**src/design/assert_macros.svh**
```systemverilog
// Assertion macros shared by the RTL of the joint controller.
`ifndef ASSERT_MACROS_SVH
`define ASSERT_MACROS_SVH

`ifndef SYNTHESIS
// Clocked check, off while reset is asserted
`define MMJC_ASSERT(name, prop, msg) \
	name: assert property (@(posedge clk) disable iff (!arst_n) prop) else $error(msg);
// Clocked check that also holds during reset
`define MMJC_ASSERT_ALWAYS(name, prop, msg) \
	name: assert property (@(posedge clk) prop) else $error(msg);
`else
`define MMJC_ASSERT(name, prop, msg)
`define MMJC_ASSERT_ALWAYS(name, prop, msg)
`endif

`endif

```
**src/design/mmjc_ram.sv**
```systemverilog
// Generic single-port-write, single-port-read RAM with registered read data.
module mmjc_ram #(
	parameter int WIDTH = 48,
	parameter int DEPTH = 32
) (
	input  logic                             clk,
	input  logic                             wr_en,
	input  logic [$clog2(DEPTH > 1 ? DEPTH : 2)-1:0] wr_addr,
	input  logic [WIDTH-1:0]                 wr_data,
	input  logic                             rd_en,
	input  logic [$clog2(DEPTH > 1 ? DEPTH : 2)-1:0] rd_addr,
	output logic [WIDTH-1:0]                 rd_data
);

	logic [WIDTH-1:0] mem_q [DEPTH];
	logic [WIDTH-1:0] rd_data_q;

	// write port
	always_ff @(posedge clk) begin
		if (wr_en)
			mem_q[wr_addr] <= wr_data;
	end

	// registered read port, holds until the next read
	always_ff @(posedge clk) begin
		if (rd_en)
			rd_data_q <= mem_q[rd_addr];
	end

	assign rd_data = rd_data_q;

endmodule

```
**config.mk**
```make
export PLATFORM = sky130hd
export DESIGN_NAME = mmjc_ram
export DESIGN_NICKNAME = d
export VERILOG_FILES = /design/src/design/assert_macros.svh /design/src/design/mmjc_ram.sv
export SDC_FILE = /design/constraint.sdc
export NUM_CORES = 1
export LEC_CHECK = 0
export ABC_AREA = 1
export ABC_CLOCK_PERIOD_IN_PS = 5650
export BUFFER_PORTS_ARGS = -buffer_cell sky130_fd_sc_hd__buf_4
export CORE_UTILIZATION = 30
export DETAILED_ROUTE_END_ITERATION = 16
export GPL_TIMING_DRIVEN = 0
export PLACE_DENSITY = 0.48
export SLEW_MARGIN = 20
export SYNTH_ARGS = -nofsm -noshare
export SYNTH_HDL_FRONTEND = slang
export SYNTH_SLANG_ARGS = --single-unit
```
**constraint.sdc**
```tcl
create_clock -name clk -period 5.65 [get_ports clk]
set_input_delay 0.2825 -clock clk [delete_from_list [all_inputs] [get_ports clk]]
set_output_delay 0.2825 -clock clk [all_outputs]
set_load 0.05 [all_outputs]
```
==> flow_summary.json, run 1 <==
{
  "antenna_found_initial": 10,
  "netlist_top_cells_area": "edfxtp_1 75%, nand2_1 13%, nand3_1 9.2%, buf_2 1.3%, buf_4 0.46%",
  "start_util_pct": 30.24,
  "cts.clk_slew.worst_paths_ns": 0.06,
  "synth.largest_area_cell": "edfxtp_1",
  "setup_tns_ns": 0,
  "yosysWarnings": 0,
  "synth_fp_nets": 5340,
  "fin_worst_skew_ns": 0.04884,
  "postCtsSetupRepairBufs": 0,
  "cp_cell_sequence": "buf_2 > buf_2 > clkbuf_1 > nand3_1 > nand3_1 > nand2_1 > nand2_1 > nand2_1 > nand2_1 > nand2_1",
  "place.gp.congestion": 0.8097,
  "grt-ovfl-total": 0,
  "vias_per_cell": 4.840,
  "cts_tree": "done",
  "max_slew_margin_pct": 27.52,
  "min_period_ns": 2.265,
  "die_area_um2": 213300,
  "ir_drop_mv": 0.2928,
  "ys_seq_area_share_pct": 74.97,
  "coreArea_um2": 209800,
  "wl_per_cell_um": 24.87,
  "die_x_um": 461.9,
  "htreeDepth": 4,
  "most-common-layout-cells": "2160 x nand2_1, 1584 x edfxtp_1, 1164 x nand3_1, 180 x clkbuf_16, 163 x buf_2",
  "ys_seq_elements": 1584,
  "cp-start-kind": "input port",
  "final_common_cell": "nand2_1",
  "avgSynthCellArea_um2": 12.02,
  "end_kind": "flip-flop",
  "dp_hpwl_um": 147300,
  "synth_edf_count": 1584,
  "dieHeight_um": 461.9,
  "portBuffers": 105,
  "nNetsFinal": 5763,
  "clk_latency_ns": 0.82,
  "drt_iter0_drc": 4319,
  "drc": 0,
  "netlist_area_um2": 63450,
  "power_leakage_uw": 0.02760,
  "cellPowerDensity_nw_per_um2": 343.1,
  "final.setup.worst_slack_ns": 3.385,
  "netlist.area_leader.share_pct": 74.97,
  "critPathKind": "input port to flip-flop",
  "synthArstFlopShare_pct": 0,
  "ys_types": 13,
  "cts_buffers": 176,
  "setup_violations": 0,
  "critical-path-slowest-cell": "clkbuf_1",
  "detailed_place.area_um2": 70130,
  "cts.sink_count": 1584,
  "finalHoldViolations": 0,
  "finalCritPeriodShare_pct": 40.09,
  "rows": 168,
  "max_clock_freq_ghz": 0.4414,
  "grt_pass1_wl_um": 301500,
  "finalWirelength_um": 215300,
  "ys.flop_type": "edfxtp_1",
  "area_growth_pct": 19.88,
  "cp_top_family": "buffers and inverters",
  "grt_start_max_net_pins": 49,
  "pre_cts_slack_ns": 2.629,
  "utilization_pct": 36.26,
  "syn_inst": 5279,
  "fin_area_um2": 76060,
  "crit_fanout": 12,
  "drive_above_1_share_pct": 11.98,
  "grt_pass1_vias": 40172,
  "cap_violations": 0,
  "required_ns": 6.13,
  "grt_usage_pct": 19.99,
  "worstPathArrival_ns": 2.75,
  "vias": 41899,
  "whs_ns": 0.1600,
  "rsz0062_at_grt": "false",
  "num_io_pins": 109,
  "slowest_delay_ns": 0.83,
  "ant_nets": 0,
  "cts_root_buffer": "clkbuf_16",
  "slew_viol_final": 0,
  "status": "completed",
  "cts.path.max_buffers": 3,
  "crit_buf_inv": 3,
  "tightest_slew_ns": 1.087,
  "crit_top_cell": "nand2_1",
  "firstDrtPassIters": 6,
  "hold_path_class": "input port to flip-flop"
}
layer usage:
layer | wire, um | global-route usage, % | vias up
met5 | 0 | 0 | -
met4 | 5791 | 5.668 | 0
met3 | 13130 | 3.207 | 293
met2 | 101600 | 32.78 | 1363
met1 | 94720 | 27.24 | 20845
li1 | - | - | 19398
state kept, by name, summed over array words and instances, names as in the netlist:
signal   cells
mem_q     1536
rd_data     48
cells in the mapped netlist (2+ instances only):
cell type	count
buf_6	26
nand2_1	2160
inv_2	2
buf_1	24
edfxtp_1	1584
buf_2	162
inv_1	7
buf_4	39
nand3_1	1164
clkbuf_1	77
nor2_1	32
final timing paths:
check,end,slack [ns],cells after the start,from
max,rd_data[1],3.38,10,rd_addr[1]
min,rd_data[33],0.16,1,rd_en
max reg2reg,rd_data[16],4.07,8,mem_q[5][16]
min reg2reg,rd_data[2],0.87,8,mem_q[14][2]
through the flow:
step / power [uW] / cells
5_1_grt: 26880 / 8648
3_3_place_gp: 15260 / 8189
6_report: 26100 / 8657
4_1_cts: 26290 / 8647
2_1_floorplan: 14360 / 5279
3_5_place_dp: 15310 / 8281
cells by family (layout without fill, tap and decap cells):
kind of cell           count (synthesis)  in the layout  synth area share [%]
AND/OR/NAND/NOR                     3356           3356                 22.15
flip-flops                          1584           1584                 74.97
buffers and inverters                339            902                 2.881
other                                  0             10                     0
what timing repair did:
item                                    CTS  global route
endpoints found under the hold margin  1536             0
hold buffers                             48             0
resized for setup                         0             0
layout make-up:
class                      instances  area (um^2)
timing repair buffer             245         3403
buffer                           329         1803
antenna                           10        25.02
tap                             2805         3510
clock inverter                   103        788.3
inverter                          10        37.54
fill                           20559       133700
clock buffer                     215         4636
multi-input combinational       3356        14290
sequential                      1584        47570
power by group:
group / internal [uW] / total (uW) / switching [uW]
Sequential: 13100 / 13100 / 38.0
Clock: 6230 / 11000 / 4780
Combinational: 486 / 1940 / 1450
(Power assumes the default switching activity.)
==> inputs of run 2 (changes only) <==
--- a/config.mk
+++ b/config.mk
@@ -5,8 +5,8 @@
 export SDC_FILE = /design/constraint.sdc
 export NUM_CORES = 1
 export LEC_CHECK = 0
-export ABC_AREA = 1
-export ABC_CLOCK_PERIOD_IN_PS = 5650
+export ABC_AREA = 0
+export ABC_CLOCK_PERIOD_IN_PS = 2150
 export BUFFER_PORTS_ARGS = -buffer_cell sky130_fd_sc_hd__buf_4
 export CORE_UTILIZATION = 30
 export DETAILED_ROUTE_END_ITERATION = 16
==> constraint.sdc (replaced) <==
create_clock -name clk -period 2.15 [get_ports clk]
set_input_delay 0.1075 -clock clk [delete_from_list [all_inputs] [get_ports clk]]
set_output_delay 0.1075 -clock clk [all_outputs]
set_load 0.05 [all_outputs]
==> flow_summary.json, run 2 <==
{
  "cellPowerDensity_nw_per_um2": 896.5,
  "antenna_found_initial": 17,
  "grt-ovfl-total": 0,
  "synth_fp_nets": 3425,
  "drc": 0,
  "r2r_cells": 5,
  "drive_above_1_share_pct": 14.98,
  "most-common-layout-cells": "1584 x edfxtp_1, 768 x mux2i_1, 172 x clkbuf_16",
  "dieHeight_um": 453.7,
  "seq_area_um2": 47570,
  "r2r_start": "mem_q[1][15]",
  "die_x_um": 453.7,
  "finalCritPeriodShare_pct": 97.80,
  "setup_violations": 0,
  "yosysWarnings": 0,
  "cts_root_buffer": "clkbuf_16",
  "vias_per_cell": 4.787,
  "finalHoldViolations": 0,
  "finalWirelength_um": 170800,
  "syn_inst": 3364,
  "final_common_cell": "edfxtp_1",
  "max_clock_freq_ghz": 0.4756,
  "cts.path.max_buffers": 3,
  "power_leakage_uw": 0.02529,
  "detailed_place.area_um2": 67870,
  "worstPathArrival_ns": 2.59,
  "largest_reg_flops": 1536,
  "min_path_cells": 3,
  "fin_area_um2": 73500,
  "start_util_pct": 30.22,
  "grt_start_max_net_pins": 49,
  "htreeDepth": 4,
  "wl_per_cell_um": 25.91,
  "cts.sink_count": 1584,
  "avgSynthCellArea_um2": 18.19,
  "cap_violations": 0,
  "pre_cts_slack_ns": -0.8830,
  "portBuffers": 107,
  "yosysMostFrequentCell": "edfxtp_1",
  "hold_path_class": "input port to flip-flop",
  "nNetsFinal": 3845,
  "firstDrtPassIters": 7,
  "utilization_pct": 36.29,
  "grt_pass1_wl_um": 241600,
  "netlist_area_um2": 61200,
  "clk_latency_ns": 0.80,
  "cts_tree": "done",
  "drt_iter0_drc": 2337,
  "min_period_ns": 2.103,
  "worstHoldStart": "wr_addr[4]",
  "crit_fanout": 16,
  "r2r-end": "rd_data[15]",
  "fill_cells": 18836,
  "multi_input_area_um2": 12630,
  "netlist.area_leader.share_pct": 77.72,
  "netlist_top_cells_area": "edfxtp_1 78%, mux2i_1 13%, a22oi_1 1.8%, a22o_1 1.4%, nand3_1 1.2%",
  "ys_seq_area_share_pct": 77.72,
  "ys_seq_elements": 1584,
  "dp_hpwl_um": 115900,
  "rrSetupSlack_ns": 0.40,
  "final.setup.worst_slack_ns": 0.04727,
  "synth.largest_area_cell": "edfxtp_1",
  "synthTopCellsByCount": "1584 x edfxtp_1, 768 x mux2i_1, 146 x nand2_1, 146 x nand3_1",
  "end_kind": "flip-flop",
  "slew_viol_final": 0,
  "tightest_slew_ns": 1.033,
  "num_io_pins": 109,
  "required_ns": 2.64,
  "hold_path_end": "mem_q[16][8]",
  "grt_pass1_vias": 32123,
  "cts.clk_slew.worst_paths_ns": 0.06,
  "coreArea_um2": 202500,
  "synth_edf_count": 1584,
  "rsz0062_at_grt": "false",
  "cp-start-kind": "input port",
  "largest_register": "mem_q",
  "ys.flop_type": "edfxtp_1",
  "rows": 165,
  "ant_nets": 0,
  "max_slew_margin_pct": 31.14,
  "ir_drop_mv": 0.8327,
  "place.gp.congestion": 0.7461,
  "synthArstFlopShare_pct": 0,
  "cts_buffers": 168,
  "vias": 31559,
  "grt_usage_pct": 16.46,
  "ys_types": 25,
  "fin_worst_skew_ns": 0.03656,
  "area_growth_pct": 20.09,
  "status": "completed",
  "die_area_um2": 205800,
  "critPathKind": "input port to flip-flop"
}
## run 2: area by class of cell
cell class	instances	area share [%]
flip-flops and latches	1584	64.71
multi-input cells	1589	17.18
clock buffers	206	6.029
repair buffers	251	4.882
well taps	2672	4.548
plain buffers	190	1.709
clock inverters	93	0.9175
diodes	7	0.02383
## run 2: stage by stage
stage                     power (uW)  hold WS (ns)  instances  setup TNS [ns]
after CTS                      66620       0.06487       6585               0
after detailed placement       39230        0.5284       6236         -281.97
after global placement         39090        0.5204       6143        -3393.39
after global routing           67950        0.1146       6588               0
after floorplan                37330        0.2064       3364         -409.21
final                          65890        0.1391       6592               0
## run 2: report_power, final
group / internal, uW / switching, uW
registers: 34500 / 101
clock network: 15400 / 11900
logic: 1280 / 2730
## run 2: worst max path at each step
stage | slack (ns) | cells past startpoint | to | from
2_1_floorplan | -0.74 | 2 | mem_q[15][0] | wr_en
3_3_place_gp | -4.85 | 3 | mem_q[15][10] | wr_en
3_5_place_dp | -0.88 | 8 | rd_data[18] | rd_addr[2]
4_1_cts | 0.02 | 6 | mem_q[9][25] | wr_addr[3]
5_1_grt | 0.03 | 6 | mem_q[9][25] | wr_addr[3]
6_report | 0.05 | 6 | mem_q[9][25] | wr_addr[3]
## run 2: what timing repair did
item / 4_1_cts / 5_1_grt
hold buffers: 51 / 0
buffers inserted: 0 / 0
hold endpoints to repair: 1551 / 0
endpoints found under the setup margin: 1 / 0
gates resized for setup: 1 / 0
## run 2: cells by family (layout without fill, tap and decap cells)
kind of cell | Yosys count | after routing | synth area share [%]
AOI/OAI and AO/OA | 432 | 432 | 4.808
buffers and inverters | 191 | 740 | 2.048
DFF | 1584 | 1584 | 77.72
muxes | 768 | 768 | 12.56
other | 0 | 7 | 0
and+or+nand+nor | 389 | 389 | 2.868
## run 2: critical path, stage by stage
cell and delay (ns):
dlygate4sd3_1 0.64, buf_4 0.20, or3b_2 0.59, nor2_4 0.56, buf_12 0.26, buf_12 0.19
## run 2: routing by layer
metal	vias to the layer above	share of wire [%]	GRT usage (%)
li1	14313	-	-
met1	16327	44	21.78
met2	712	50	28.13
met3	203	4.3	2.359
met4	4	1.9	4.323
met5	-	0.016	0
